**src/rtl/ps2fr_pkg.sv**
```systemverilog
// Shared types and constants for the PS/2 frame receiver.
`timescale 1ns / 1ps

package ps2fr_pkg;

    typedef enum logic [1:0] {
        OP_EDGE  = 2'd0,
        OP_TICK  = 2'd1,
        OP_POP   = 2'd2,
        OP_CLEAR = 2'd3
    } op_t;

    localparam int unsigned TIMEOUT_W = 10;
    localparam int unsigned IDX_W     = 4;

    localparam logic [TIMEOUT_W-1:0] TIMEOUT_RESET  = 10'd250;
    localparam logic [TIMEOUT_W-1:0] IDLE_MAX       = 10'd1023;
    localparam logic [IDX_W-1:0]     FRAME_EDGES    = 4'd11;
    localparam logic [IDX_W-1:0]     LAST_DATA_EDGE = 4'd8;

    typedef struct packed {
        logic       push;
        logic [7:0] data;
    } push_t;

    typedef struct packed {
        logic       frame_dropped;
        logic       byte_valid;
        logic [7:0] byte_out;
    } result_t;

endpackage

```
**src/rtl/ps2fr_frame.sv**
```systemverilog
// Frame assembler: idle timer, timeout restart and bit shifter.
`timescale 1ns / 1ps

module ps2fr_frame (
    input  logic                            clk,
    input  logic                            rst_n,
    input  logic                            cfg_we,
    input  logic [ps2fr_pkg::TIMEOUT_W-1:0] cfg_wdata,
    input  logic                            step,
    input  ps2fr_pkg::op_t                  op,
    input  logic                            data_bit,
    output ps2fr_pkg::push_t                push
);
    import ps2fr_pkg::*;

    logic [TIMEOUT_W-1:0] timeout_reg;
    logic [7:0]           shift_reg, shift_next;
    logic [IDX_W-1:0]     index_reg, index_next;
    logic [TIMEOUT_W-1:0] idle_reg, idle_next;

    logic                 restart;
    logic [7:0]           shift_base, shift_new;
    logic [IDX_W-1:0]     index_base, index_inc;

    always_comb
    begin
        restart    = idle_reg > timeout_reg;
        shift_base = restart ? 8'd0 : shift_reg;
        index_base = restart ? '0 : index_reg;
        for (int i = 0; i < 8; i++)
        begin
            shift_new[i] = shift_base[i]
                | (data_bit && (index_base == IDX_W'(i + 1))
                   && (index_base <= LAST_DATA_EDGE));
        end
        index_inc = index_base + IDX_W'(1);

        shift_next = shift_reg;
        index_next = index_reg;
        idle_next  = idle_reg;
        push.push  = 1'b0;
        push.data  = shift_new;

        if (step)
        begin
            case (op)
                OP_EDGE:
                begin
                    idle_next = '0;
                    if (index_inc >= FRAME_EDGES)
                    begin
                        push.push  = 1'b1;
                        shift_next = 8'd0;
                        index_next = '0;
                    end
                    else
                    begin
                        shift_next = shift_new;
                        index_next = index_inc;
                    end
                end
                OP_TICK:
                begin
                    if (idle_reg < IDLE_MAX)
                        idle_next = idle_reg + TIMEOUT_W'(1);
                end
                default:
                begin
                end
            endcase
        end
    end

    always_ff @(posedge clk or negedge rst_n)
    begin
        if (!rst_n)
        begin
            timeout_reg <= TIMEOUT_RESET;
            shift_reg   <= 8'd0;
            index_reg   <= '0;
            idle_reg    <= '0;
        end
        else
        begin
            if (cfg_we)
                timeout_reg <= cfg_wdata;
            shift_reg <= shift_next;
            index_reg <= index_next;
            idle_reg  <= idle_next;
        end
    end

endmodule

```
**src/rtl/ps2fr_ring.sv**
```systemverilog
// Byte ring with one spare slot, registered read data and result flags.
`timescale 1ns / 1ps

module ps2fr_ring #(
    parameter int unsigned RING_DEPTH = 64
) (
    input  logic               clk,
    input  logic               rst_n,
    input  logic               step,
    input  ps2fr_pkg::op_t     op,
    input  ps2fr_pkg::push_t   push,
    output ps2fr_pkg::result_t result
);
    import ps2fr_pkg::*;

    localparam int unsigned AW = (RING_DEPTH > 1) ? $clog2(RING_DEPTH) : 1;
    localparam logic [AW-1:0] LAST_SLOT = AW'(RING_DEPTH - 1);

    logic [7:0]    mem [RING_DEPTH];
    logic [AW-1:0] wr_ptr_reg, wr_ptr_next;
    logic [AW-1:0] rd_ptr_reg, rd_ptr_next;
    logic [7:0]    rd_data_reg;
    logic          valid_reg, valid_next;
    logic          dropped_reg, dropped_next;

    logic [AW-1:0] wr_succ, rd_succ;
    logic          mem_we;

    always_comb
    begin
        wr_succ = (wr_ptr_reg == LAST_SLOT) ? '0 : wr_ptr_reg + AW'(1);
        rd_succ = (rd_ptr_reg == LAST_SLOT) ? '0 : rd_ptr_reg + AW'(1);

        wr_ptr_next  = wr_ptr_reg;
        rd_ptr_next  = rd_ptr_reg;
        valid_next   = valid_reg;
        dropped_next = dropped_reg;
        mem_we       = 1'b0;

        if (step)
        begin
            valid_next   = 1'b0;
            dropped_next = 1'b0;
            case (op)
                OP_EDGE:
                begin
                    if (push.push)
                    begin
                        if (wr_succ != rd_ptr_reg)
                        begin
                            mem_we      = 1'b1;
                            wr_ptr_next = wr_succ;
                        end
                        else
                        begin
                            dropped_next = 1'b1;
                        end
                    end
                end
                OP_POP:
                begin
                    if (rd_ptr_reg != wr_ptr_reg)
                    begin
                        valid_next  = 1'b1;
                        rd_ptr_next = rd_succ;
                    end
                end
                OP_CLEAR:
                begin
                    wr_ptr_next = '0;
                    rd_ptr_next = '0;
                end
                default:
                begin
                end
            endcase
        end
    end

    always_ff @(posedge clk)
    begin
        if (mem_we)
            mem[wr_succ] <= push.data;
        if (step)
            rd_data_reg <= mem[rd_succ];
    end

    always_ff @(posedge clk or negedge rst_n)
    begin
        if (!rst_n)
        begin
            wr_ptr_reg  <= '0;
            rd_ptr_reg  <= '0;
            valid_reg   <= 1'b0;
            dropped_reg <= 1'b0;
        end
        else
        begin
            wr_ptr_reg  <= wr_ptr_next;
            rd_ptr_reg  <= rd_ptr_next;
            valid_reg   <= valid_next;
            dropped_reg <= dropped_next;
        end
    end

    assign result.byte_out      = valid_reg ? rd_data_reg : 8'd0;
    assign result.byte_valid    = valid_reg;
    assign result.frame_dropped = dropped_reg;

endmodule

```
**src/rtl/ps2_frame_receiver_fifo.sv**
```systemverilog
// Top level of the PS/2 frame receiver with byte ring.
//
//  channel | direction | tdata             | tuser
//  s_      | in        | [0] data_bit      | [1:0] opcode
//  m_      | out       | [7:0] byte_out    | [0] byte_valid, [1] frame_dropped
//  cfg_    | in        | idle_timeout_ms   | -
//
// One word accepted per cycle unless the result stalls; each result word is registered.
// The input register feeds the assembler and ring; ring read data is registered
// straight into the result. A stalled result holds the input register, which
// keeps one more word. Reset clears pointers and frame state; no clearing pass.
`timescale 1ns / 1ps

module ps2_frame_receiver_fifo #(
    parameter int unsigned RING_DEPTH = 64
) (
    input  logic                            clk,
    input  logic                            rst_n,
    input  logic                            s_tvalid,
    output logic                            s_tready,
    input  logic [7:0]                      s_tdata,  // [0] data_bit
    input  logic [1:0]                      s_tuser,  // [1:0] opcode
    output logic                            m_tvalid,
    input  logic                            m_tready,
    output logic [7:0]                      m_tdata,  // [7:0] byte_out
    output logic [1:0]                      m_tuser,  // [0] byte_valid, [1] frame_dropped
    input  logic                            cfg_we,
    input  logic [ps2fr_pkg::TIMEOUT_W-1:0] cfg_wdata
);
    import ps2fr_pkg::*;

    logic    in_valid_reg;
    op_t     op_reg;
    logic    bit_reg;
    logic    out_valid_reg, out_valid_next;
    logic    step;
    push_t   push;
    result_t result;

    assign step     = in_valid_reg && (!out_valid_reg || m_tready);
    assign s_tready = !in_valid_reg || step;

    always_comb
    begin
        out_valid_next = out_valid_reg;
        if (step)
            out_valid_next = 1'b1;
        else if (m_tready)
            out_valid_next = 1'b0;
    end

    always_ff @(posedge clk or negedge rst_n)
    begin
        if (!rst_n)
        begin
            in_valid_reg  <= 1'b0;
            out_valid_reg <= 1'b0;
        end
        else
        begin
            if (s_tready)
                in_valid_reg <= s_tvalid;
            out_valid_reg <= out_valid_next;
        end
    end

    always_ff @(posedge clk)
    begin
        if (s_tvalid && s_tready)
        begin
            op_reg  <= op_t'(s_tuser);
            bit_reg <= s_tdata[0];
        end
    end

    ps2fr_frame u_frame (
        .clk       (clk),
        .rst_n     (rst_n),
        .cfg_we    (cfg_we),
        .cfg_wdata (cfg_wdata),
        .step      (step),
        .op        (op_reg),
        .data_bit  (bit_reg),
        .push      (push)
    );

    ps2fr_ring #(
        .RING_DEPTH (RING_DEPTH)
    ) u_ring (
        .clk    (clk),
        .rst_n  (rst_n),
        .step   (step),
        .op     (op_reg),
        .push   (push),
        .result (result)
    );

    assign m_tvalid = out_valid_reg;
    assign m_tdata  = result.byte_out;
    assign m_tuser  = {result.frame_dropped, result.byte_valid};

`ifndef SYNTH
    a_step_gives_result: assert property (@(posedge clk) disable iff (!rst_n)
        step |=> m_tvalid)
        else $error("processed word produced no result");

    a_hold_input: assert property (@(posedge clk) disable iff (!rst_n)
        (in_valid_reg && !step) |=> in_valid_reg)
        else $error("pending input word lost while stalled");

    a_pop_xor_drop: assert property (@(posedge clk) disable iff (!rst_n)
        m_tvalid |-> !(m_tuser[0] && m_tuser[1]))
        else $error("result flags both pop and drop");

    a_empty_zero: assert property (@(posedge clk) disable iff (!rst_n)
        (m_tvalid && !m_tuser[0]) |-> (m_tdata == 8'd0))
        else $error("non-zero byte without valid pop");

    a_push_only_on_edge: assert property (@(posedge clk) disable iff (!rst_n)
        push.push |-> (step && (op_reg == OP_EDGE)))
        else $error("frame push outside an edge word");
`endif

endmodule
```
**config.mk**
```make
export PLATFORM = sky130hd
export DESIGN_NAME = ps2_frame_receiver_fifo
export DESIGN_NICKNAME = d
export VERILOG_FILES = /design/src/rtl/ps2fr_pkg.sv /design/src/rtl/ps2fr_frame.sv /design/src/rtl/ps2fr_ring.sv /design/src/rtl/ps2_frame_receiver_fifo.sv
export SDC_FILE = /design/constraint.sdc
export NUM_CORES = 1
export LEC_CHECK = 0
export ABC_AREA = 1
export BUFFER_PORTS_ARGS = -buffer_cell sky130_fd_sc_hd__buf_4
export CAP_MARGIN = 20
export CORE_MARGIN = 2
export CORE_UTILIZATION = 45
export CTS_BUF_LIST = sky130_fd_sc_hd__clkbuf_8
export DETAILED_ROUTE_END_ITERATION = 10
export HOLD_SLACK_MARGIN = 0.1
export PLACE_DENSITY = 0.6
export SETUP_SLACK_MARGIN = 0.15
export SYNTH_ARGS = -nofsm -noshare
export SYNTH_HDL_FRONTEND = slang
export SYNTH_SLANG_ARGS = --single-unit
```
**constraint.sdc**
```tcl
create_clock -name clk -period 4.62 [get_ports clk]
set_input_delay 0.693 -clock clk [delete_from_list [all_inputs] [get_ports clk]]
set_output_delay 0.693 -clock clk [all_outputs]
set_load 0.1 [all_outputs]
```
==> Word level (Yosys, flattened, before mapping) <==
Memory sizes are Yosys's and may differ from the RTL's. A register that Yosys moved wholly into a read port is not among the register bits.
Cells that the tools add are included.
{ "word_totals": {"input_bits": 25, "ramBits": 512, "n_memories": 1, "out_inout_bits": 12, "word_cells": 109, "ff_bits": 51} }
{ "mem_list": {"columns": ["memory", "depth", "width", "rd", "rd_clocked_by_memory_dff", "wr", "line", "source"], "rows": [
  ["u_ring.mem", 64, 8, 1, 1, 1, "ps2fr_ring.sv:19", "logic [7:0] mem [RING_DEPTH];"]
]} }
{ "classes": {"n_lt_le_gt_ge": 4, "n_reduce_logical": 31, "n_mux": 30, "n_addsub": 4, "bitwise": 8, "n_eq_ne": 19} }
{ "op_table": {"columns": ["op", "count"], "rows": [
  ["two-way mux 6 bit", 5],
  ["two-way mux 8 bit", 3],
  ["one-hot mux 6 bit (2 select lines)", 2],
  ["one-hot mux 10 bit (2 select lines)", 1],
  ["logical AND 1 bit", 18],
  ["equality test 4 x 3 -> 1 bit, second input constant", 4],
  ["two-way mux 1 bit", 16],
  ["adder 6 x 1 -> 6 bit, second input constant", 2],
  ["equality test 6 bit, second input constant", 2],
  ["!= test 6 bit", 2],
  ["adder 10 x 1 -> 10 bit, second input constant", 1],
  ["greater-than comparator 10 bit", 1],
  ["< comparator 10 bit, second input constant", 1],
  ["two-way mux 10 bit", 1],
  ["equality test 4 x 2 -> 1 bit, second input constant", 2],
  ["two-way mux 4 bit", 2],
  ["bitwise OR 1 bit", 8],
  ["nonzero test 2 bit", 4],
  ["!= test 2 x 1 -> 1 bit, second input constant", 3],
  ["AND reduction 3 bit", 2],
  ["adder 4 x 1 -> 4 bit, second input constant", 1],
  ["equality test 2 bit, second input constant", 2],
  ["equality test 4 x 1 -> 1 bit, second input constant", 1],
  ["equality test 4 bit, second input constant", 1],
  ["other kinds (9)", 11]
]} }

==> Depth between registers and ports, before layout <==
Gate-level depths: netlist (run 1).
{ "depth": {"word_depth": 12, "ltp_mapped": 20, "depth_no_buf": 20} }

==> Hierarchy <==
Synthesis (run 1) repeated with hierarchy kept, for this count alone.
{ "hier_totals": {"hier_cells": 2512, "area_unflattened_um2": 26263.9} }
{ "modules_own_cells": {"columns": ["module", "cells_per_inst", "area_each_um2", "instances"], "rows": [
  ["ps2fr_ring", 2221, 23994.3, 1],
  ["ps2fr_frame", 276, 2084.5, 1],
  ["ps2_frame_receiver_fifo", 15, 185.2, 1]
]} }

==> Worst setup path before layout (run 1) <==
Ideal clock, no wire load.
{ "synth_timing": {"path_kind": "reg2reg", "startpoint": "reg u_frame.timeout_reg[5]", "endpoint": "mem u_ring.mem[0][2], data pin", "setup_time_ns": 0.559, "stages_incl_launch_ff": 15, "synth_period_minus_slack_ns": 4.308, "arrival_time_ns": 3.749, "setup_slack_ns": 0.312, "path_cell_list": "dfstp_2 > inv_1 > ha_1 > nand2_1 > inv_1 > nand2_1 > nand2_1 > nand2_1 > nand3_1 > nand2_1 > clkinv_1 > nor2_1 > ha_1 > nand2_1 > o22ai_1"} }
{ "synth_lines": {"columns": ["element", "line", "source"], "rows": [
  ["start, declared", "ps2fr_frame.sv:16", "logic [TIMEOUT_W-1:0] timeout_reg;"],
  ["start signal, assigned", "ps2fr_frame.sv:86", "timeout_reg <= cfg_wdata;"],
  ["end, declared", "ps2fr_ring.sv:19", null]
]} }

==> Worst setup path in the final report (run 1) <==
{ "layout_timing": {"startpoint": "reg u_frame.timeout_reg[5]", "endpoint": "mem u_ring.mem[61][6], enable pin"} }
{ "layout_via": {"elab_chain_len": 12} }
{ "layout_lines": {"columns": ["element", "line", "source"], "rows": [
  ["greater-than comparator 10 bit", "ps2fr_frame.sv:27", "restart = idle_reg > timeout_reg;"],
  ["two-way mux 4 bit", "ps2fr_frame.sv:29", "index_base = restart ? '0 : index_reg;"],
  ["adder 4 x 1 -> 4 bit", "ps2fr_frame.sv:36", "index_inc = index_base + IDX_W'(1);"],
  ["greater-or-equal comparator 4 bit", "ps2fr_frame.sv:50", "if (index_inc >= FRAME_EDGES)"],
  ["two-way mux 1 bit", "ps2fr_frame.sv:50", null],
  ["two-way mux 1 bit", "ps2fr_frame.sv:46", "case (op)"],
  ["two-way mux 1 bit", "ps2fr_frame.sv:44", "if (step)"],
  ["two-way mux 1 bit", "ps2fr_ring.sv:47", "if (push.push)"],
  ["two-way mux 1 bit", "ps2fr_ring.sv:44", "case (op)"],
  ["two-way mux 1 bit", "ps2fr_ring.sv:40", "if (step)"],
  ["two-way mux 1 bit", "ps2fr_ring.sv:82", "if (mem_we)"],
  ["two-way mux 1 bit (not written as such)", "ps2fr_ring.sv:83", "mem[wr_succ] <= push.data;"]
]} }
Every way passes these cells.

==> results of run 1 <==
==> cells by family after synthesis <==
logic type,count (synthesis)
and+or+nand+nor,658
DFF,571
AOI/OAI and AO/OA,445
buffers and inverters,436
adders and majority gates,21
xor gates and xnor gates,12
muxes,1
==> stage by stage <==
stage / power, mW / util [%] / hold slack (ps)
2_1_floorplan: 10.9 / - / 397
3_3_place_gp: 12.7 / 47.9 / 466
4_1_cts: 16.9 / 51.0 / 146
3_5_place_dp: 12.8 / 47.9 / 485
6_report: 16.8 / 51.0 / 202
5_1_grt: 17.7 / 51.0 / 182
==> critical path, stage by stage (launching register included) <==
cell and delay [ps]:
dfstp_2 510, inv_1 40, ha_1 280, nand2_1 90, inv_1 40, nand2_1 50, nand2_1 40, nand2_1 50
nand3_1 60, nand2_1 200, clkinv_1 150, nor2_1 230, ha_1 240, nand2_1 80, nand3_1 90, nand3_1 140
inv_2 310, nand4_4 340, nor2_1 610
==> what timing repair did <==
| item | in CTS | in global routing |
|---|---|---|
| hold buffers | 1 | 0 |
| gates resized for setup | 0 | 0 |
| buffers inserted | 0 | 0 |
| hold endpoints to repair | 42 | 0 |
==> path summary, 6_finish.rpt <==
path	startpoint	endpoint	slack, ps	depth (start not counted)
worst max register to register	u_frame.timeout_reg[5]	u_ring.mem[61][6]	680	18
worst min register to register	u_frame.timeout_reg[5]	u_frame.timeout_reg[5]	490	2
worst min-delay path	s_tdata[0]	bit_reg	200	1
min in group asynchronous	rst_n	u_frame.shift_reg[6]	590	2
worst max-delay path	u_frame.timeout_reg[5]	u_ring.mem[61][6]	680	18
max in group asynchronous	rst_n	u_frame.timeout_reg[8]	3590	2
==> per-layer routing <==
| metal | vias to the layer above | GRT usage (%) | share of wire, % |
|---|---|---|---|
| met5 | - | 0 | 0 |
| met4 | 0 | 7.31 | 2.6 |
| met3 | 99 | 3.50 | 6.6 |
| met2 | 484 | 34.5 | 48 |
| met1 | 7755 | 28.0 | 43 |
| li1 | 7768 | - | - |
==> where the power goes <==
part	switching (mW)	total, mW	internal (mW)
Combinational	4.39	6.11	1.72
Clock	1.96	4.05	2.09
Sequential	0.108	6.60	6.49
Total	6.46	16.8	10.3
==> final cells by class <==
| cell class | instances | area, sq um |
|---|---|---|
| inverters | 317 | 1200 |
| clock buffers | 100 | 1380 |
| flip-flops and latches | 571 | 16900 |
| repair buffers | 123 | 1100 |
| well taps | 704 | 881 |
| fillers | 4820 | 26800 |
| multi-input cells | 1137 | 6150 |
| clock inverters | 61 | 307 |
==> placed cells by master, fill, tap and decap left out, types with 3 or more instances in the layout <==
master	netlist	layout
edfxtp_1	523	523
inv_1	312	341
nand3_1	270	270
nand2_1	252	251
o211ai_1	137	137
a21oi_1	135	134
o21ai_0	124	124
buf_4	20	108
clkbuf_8	0	100
nor2_1	98	98
dfrtp_1	42	42
o21ai_1	35	35
ha_1	21	21
clkinv_1	2	20
buf_12	1	14
nand4_1	11	11
xor2_1	9	8
clkinv_2	0	7
o22ai_4	0	6
nand4_4	6	6
dfstp_2	6	6
nand3_2	4	4
nor3_1	4	4
o22ai_1	10	4
xnor2_1	3	3
clkinvlp_4	0	3
==> flow_summary_export.csv, run 1 <==
group,metric,value,unit
logic_synthesis,yosys-mux-area-fraction,0.0454,%
floorplan,dieArea,57100,sq um
logic_synthesis,synth_edf_count,523,
logic_synthesis,ys_seq_area_share,68.1,%
worst_setup_path,required,4920,ps
grt,grt_pass1_vias,15800,
sta,skew,17.9,ps
clock_network,cts_tree,"done",
floorplan,rows,86,
pwr,power_density,600,nW/um^2
sta,maxSlewViolCount,0,
sta,rsz0062_at_grt,"false",
min_path,hp-class,"in -> reg",
logic_synthesis,synth_nets,2190,
logic_synthesis,synth_top_area_cell,"edfxtp_1",
clock_network,numCtsBuffers,93,
clock_network,clock-sinks,571,
logic_synthesis,synth_fa_ha_area_share,1.06,%
floorplan,io_pins,37,
drt,dr.pass1.iters,7,
pwr,p_leak,10.7,nW
job,max_cap_viol_count,0,
final_layout,nets,2289,
placed_design,place_ws,705,ps
logic_synthesis,synth_cell_type_count,42,
sta,finalWorstSetupSlack,677,ps
placed_design,dp_cells,2851,
sta,post-route-period-util,85.4,%
placed_design,dpl_cell_area,26200,sq um
grt,grt.total_usage,20.9,%
floorplan,start_util,45.3,%
logic_synthesis,synth-xor-area-share,0.423,%
placed_design,dpl.hpwl,34600,um
logic_synthesis,postSynthAreaPerCell,11.6,sq um
placed_design,io_buffer_count,29,
drt,post_drt_wl_per_cell,19.3,um
clock_network,clock_path_buffers,3,
logic_synthesis,synth_simple_gate_area_share,12.3,%
worst_setup_path,cp-end-kind,"register",
drt,via_per_inst,5.35,
final_layout,area_growth_syn_to_layout,12.5,%
clock_network,cts-root-buf,"clkbuf_8",
logic_synthesis,netlist_instances,2144,
logic_synthesis,ys_warn_count,0,
final_layout,instances_no_fill,3013,
logic_synthesis,yosysMostFrequentCell,"edfxtp_1",
sta,min_period,3940,ps
logic_synthesis,synth_area,24800,sq um
logic_synthesis,synth_top_area_share,63.3,%
sta,hold_viol,0,
outcome,outcome,"finished clean",
logic_synthesis,synth_compound_area_share,10.5,%
sta,fmaxAchievable,254,MHz
floorplan,die-width,239,um
grt,grt_max_degree,85,
worst_setup_path,arrival,4240,ps
floorplan,core_region_area,54800,sq um
sta,max-slew-margin-rel,31.7,%
worst_setup_path,critPathLaunchType,"register",
logic_synthesis,synthArstFlopShare,8.41,%
sta,worstMarginPinSlew,1020,ps
sta,setup_viol,0,
grt,grt_overflow_total,0,
logic_synthesis,synth_top_family_by_area,"simple AND/OR/NAND/NOR gates",
logic_synthesis,synthTopCellsByCount,"edfxtp_1, inv_1, nand3_1",
logic_synthesis,synthFlopType,"edfxtp_1",
drt,vias,16100,
floorplan,die_height,239,um
pwr,peakVddDrop,0.743,mV
worst_setup_path,crit_path_max_fanout,8,
worst_setup_path,path_class,"reg -> reg",
clock_network,insertion_delay,680,ps
final_layout,fin_area,27900,sq um
drt,drc,0,
placed_design,gp_congestion,0.847,
grt,grt_pass1_wl,90100,um
final_layout,n_antenna_cell,0,
clock_network,htreeDepth,3,
drt,drt-initial-drc-count,1335,
clock_network,clkTransAtPathRegs,50,ps
drt,routed_wl,58300,um
grt,antenna_found_initial,0,
logic_synthesis,ys_seq_elements,571,
final_layout,largest_reg_flops,512,
sta,fin_tns_setup,0,ps
logic_synthesis,yosys-top-cells-area,"edfxtp_1, nand3_1, inv_1",
drt,ant_nets,0,
final_layout,drive_above_1_share,12.0,%
(Power assumes the default switching activity.)
==> run 2: changes to the inputs <==
CORE_MARGIN = default   (was 2)
SETUP_SLACK_MARGIN = 0.1   (was 0.15)
SKIP_LAST_GASP = 1   (was default)
==> run 2 against run 1 <==
Compared with the run above: design area fell by 1.3%; via count fell by 0.58%; non-clock buffer count fell by 31; highest routed layer unchanged; core utilization fell by 0.061 points; worst setup slack got worse by 170 ps; largest power group unchanged; worst hold slack improved by 2.6 ps; sequential share of layout area rose by 0.79 points; critical endpoint is now u_ring.mem[48][6].
==> flow_summary_export.csv, run 2 (synthesis results as in run 1) <==
group,metric,value,unit
sta,maxSlewViolCount,0,
final_layout,largest_reg_flops,512,
sta,holdWs,205,ps
placed_design,gp_congestion,0.883,
worst_setup_path,cp_num_buf_inv,3,
pwr,p_comb_share,36.5,%
grt,grt_pass1_vias,16000,
drt,drc,0,
final_layout,layout_common_cells,"edfxtp_1, inv_1, nand3_1",
min_path,holdPathStages,1,
grt,met2_usage,35.6,%
clock_network,post_cts_buffers,0,
clock_network,numCtsBuffers,93,
worst_setup_path,crit_chain,"inv_1 > ha_1 > nand2_1 > nor2_1 > nand4_1 > nand2_1 > clkinv_1 > nor2_1 > ha_1 > nand2_1 > nand3_1 > nand3_1 > inv_2 > nand4_4 > nor2_1",
final_layout,fin_area,27600,sq um
worst_setup_path,reg2reg_from,"u_frame.timeout_reg[5]",
clock_network,clkTransAtPathRegs,60,ps
grt,grt_max_degree,91,
drt,post_drt_wl_per_cell,19.7,um
worst_setup_path,crit_path_max_fanout,8,
floorplan,core_region_area,54100,sq um
min_path,min_to,"bit_reg",
worst_setup_path,required,4900,ps
worst_setup_path,cp-end-kind,"register",
floorplan,die-width,237,um
sta,setup_viol,0,
floorplan,io_pins,37,
worst_setup_path,cp_top_family,"simple AND/OR/NAND/NOR gates",
sta,fin_tns_setup,0,ps
placed_design,place_ws,491,ps
grt,grt_util_met3,3.15,%
clock_network,htreeDepth,3,
pwr,cellInternalPower,10.2,mW
pwr,switching_share,39.1,%
final_layout,instances_no_fill,2977,
pwr,p_total,16.7,mW
clock_network,cts-root-buf,"clkbuf_8",
final_layout,utilization,50.9,%
sta,rsz0062_at_grt,"false",
grt,grt.total_usage,21.3,%
pwr,peakVddDrop,0.364,mV
clock_network,clock-sinks,571,
final_layout,n_antenna_cell,0,
placed_design,io_buffer_count,29,
grt,grt.busiest_layer,"met2",
clock_network,cts_tree,"done",
sta,min_period,4120,ps
min_path,hp-start,"s_tdata[0]",
min_path,hp-class,"in -> reg",
outcome,outcome,"finished clean",
final_layout,drive_above_1_share,10.8,%
job,max_cap_viol_count,0,
sta,post-route-period-util,89.1,%
worst_setup_path,reg2reg_depth,15,
floorplan,start_util,45.9,%
worst_setup_path,critPathLaunchType,"register",
sta,finalWorstSetupSlack,502,ps
pwr,p_leak,10.5,nW
floorplan,die_height,237,um
final_layout,area_growth_syn_to_layout,11.0,%
sta,fmaxAchievable,243,MHz
drt,via_per_inst,5.38,
placed_design,dpl_cell_area,25900,sq um
final_layout,layout_commonest_cell,"edfxtp_1",
pwr,p_clk_share,23.9,%
final_layout,nets,2258,
sta,skew,25.1,ps
placed_design,dp_cells,2812,
drt,drt-initial-drc-count,1439,
placed_design,dpl.hpwl,34800,um
worst_setup_path,slowest_delay,700,ps
drt,routed_wl,58500,um
worst_setup_path,setup.worst_path.start,"u_frame.timeout_reg[5]",
drt,dr.pass1.iters,6,
drt,ant_nets,0,
pwr,switchingPower,6.53,mW
clock_network,clock_path_buffers,3,
grt,grt_pass1_wl,90100,um
worst_setup_path,arrival,4390,ps
floorplan,rows,85,
pwr,power_density,606,nW/um^2
grt,antenna_found_initial,0,
sta,max-slew-margin-rel,42.5,%
grt,grt_overflow_total,0,
worst_setup_path,r2r_slack,500,ps
grt,grtUsageMet1,27.8,%
sta,worstMarginPinSlew,862,ps
floorplan,dieArea,56100,sq um
pwr,p_seq_share,39.5,%
worst_setup_path,path_class,"reg -> reg",
clock_network,insertion_delay,670,ps
drt,vias,16000,
worst_setup_path,r2r_end,"u_ring.mem[48][6]",
worst_setup_path,crit_slowest_cell,"nor2_1",
sta,hold_viol,0,
## run 2: cell count changes in the layout (fill, tap and decap cells not counted)
| cell | before | now |
|---|---|---|
| buf_12 | 14 | 4 |
| buf_16 | 0 | 1 |
| buf_4 | 108 | 86 |
| clkbuf_8 | 100 | 97 |
| clkinv_1 | 20 | 19 |
| clkinv_2 | 7 | 10 |
| inv_1 | 341 | 344 |
| inv_6 | 2 | 3 |
## run 2: timing repair
action | 4_1_cts | 5_1_grt
gates resized for setup | 0 | 0
hold buffers | 1 | 0
hold endpoints to repair | 42 | 0
## run 2: how the worst max path moves through the flow
stage	end	slack [ps]	cells past startpoint
global route	u_ring.mem[48][5]	120	16
detailed placement	u_ring.mem[48][7]	490	15
finish	u_ring.mem[48][6]	500	15
CTS	u_ring.mem[48][5]	450	15
global placement	u_ring.mem[48][1]	630	18
floorplan	u_ring.mem[0][2]	310	14
## run 2: area by class of cell
type                    count  area (sq um)
flip-flops and latches    571         16900
multi-input cells        1137          6150
repair buffers             92           763
clock buffers              97          1340
well taps                 696           871
fillers                  4691         26600
clock inverters            67           338
inverters                 317          1200
## run 2: worst reg2reg max path: stages, from the launching register on
cell	delay [ps]
dfstp_2	510
inv_1	40
ha_1	290
nand2_1	70
nor2_1	160
nand4_1	100
nand2_1	210
clkinv_1	140
nor2_1	210
ha_1	240
nand2_1	80
nand3_1	90
nand3_1	150
inv_2	320
nand4_4	410
nor2_1	700
## run 2: power groups by stage
stage	clock network (mW)	registers (mW)	logic [mW]
2_1_floorplan	0	6.73	4.20
3_3_place_gp	0	6.71	6.02
3_5_place_dp	0	6.71	6.12
4_1_cts	4.10	6.61	6.14
5_1_grt	4.31	6.62	6.69
6_report	4.00	6.61	6.10
## run 2: layer usage
metal  routed length [um]  vias to the layer above
li1                     -                     7739
met1                25200                     7719
met2                28300                      445
met3                 3130                      109
met4                 1820                        0
met5                    0                        -
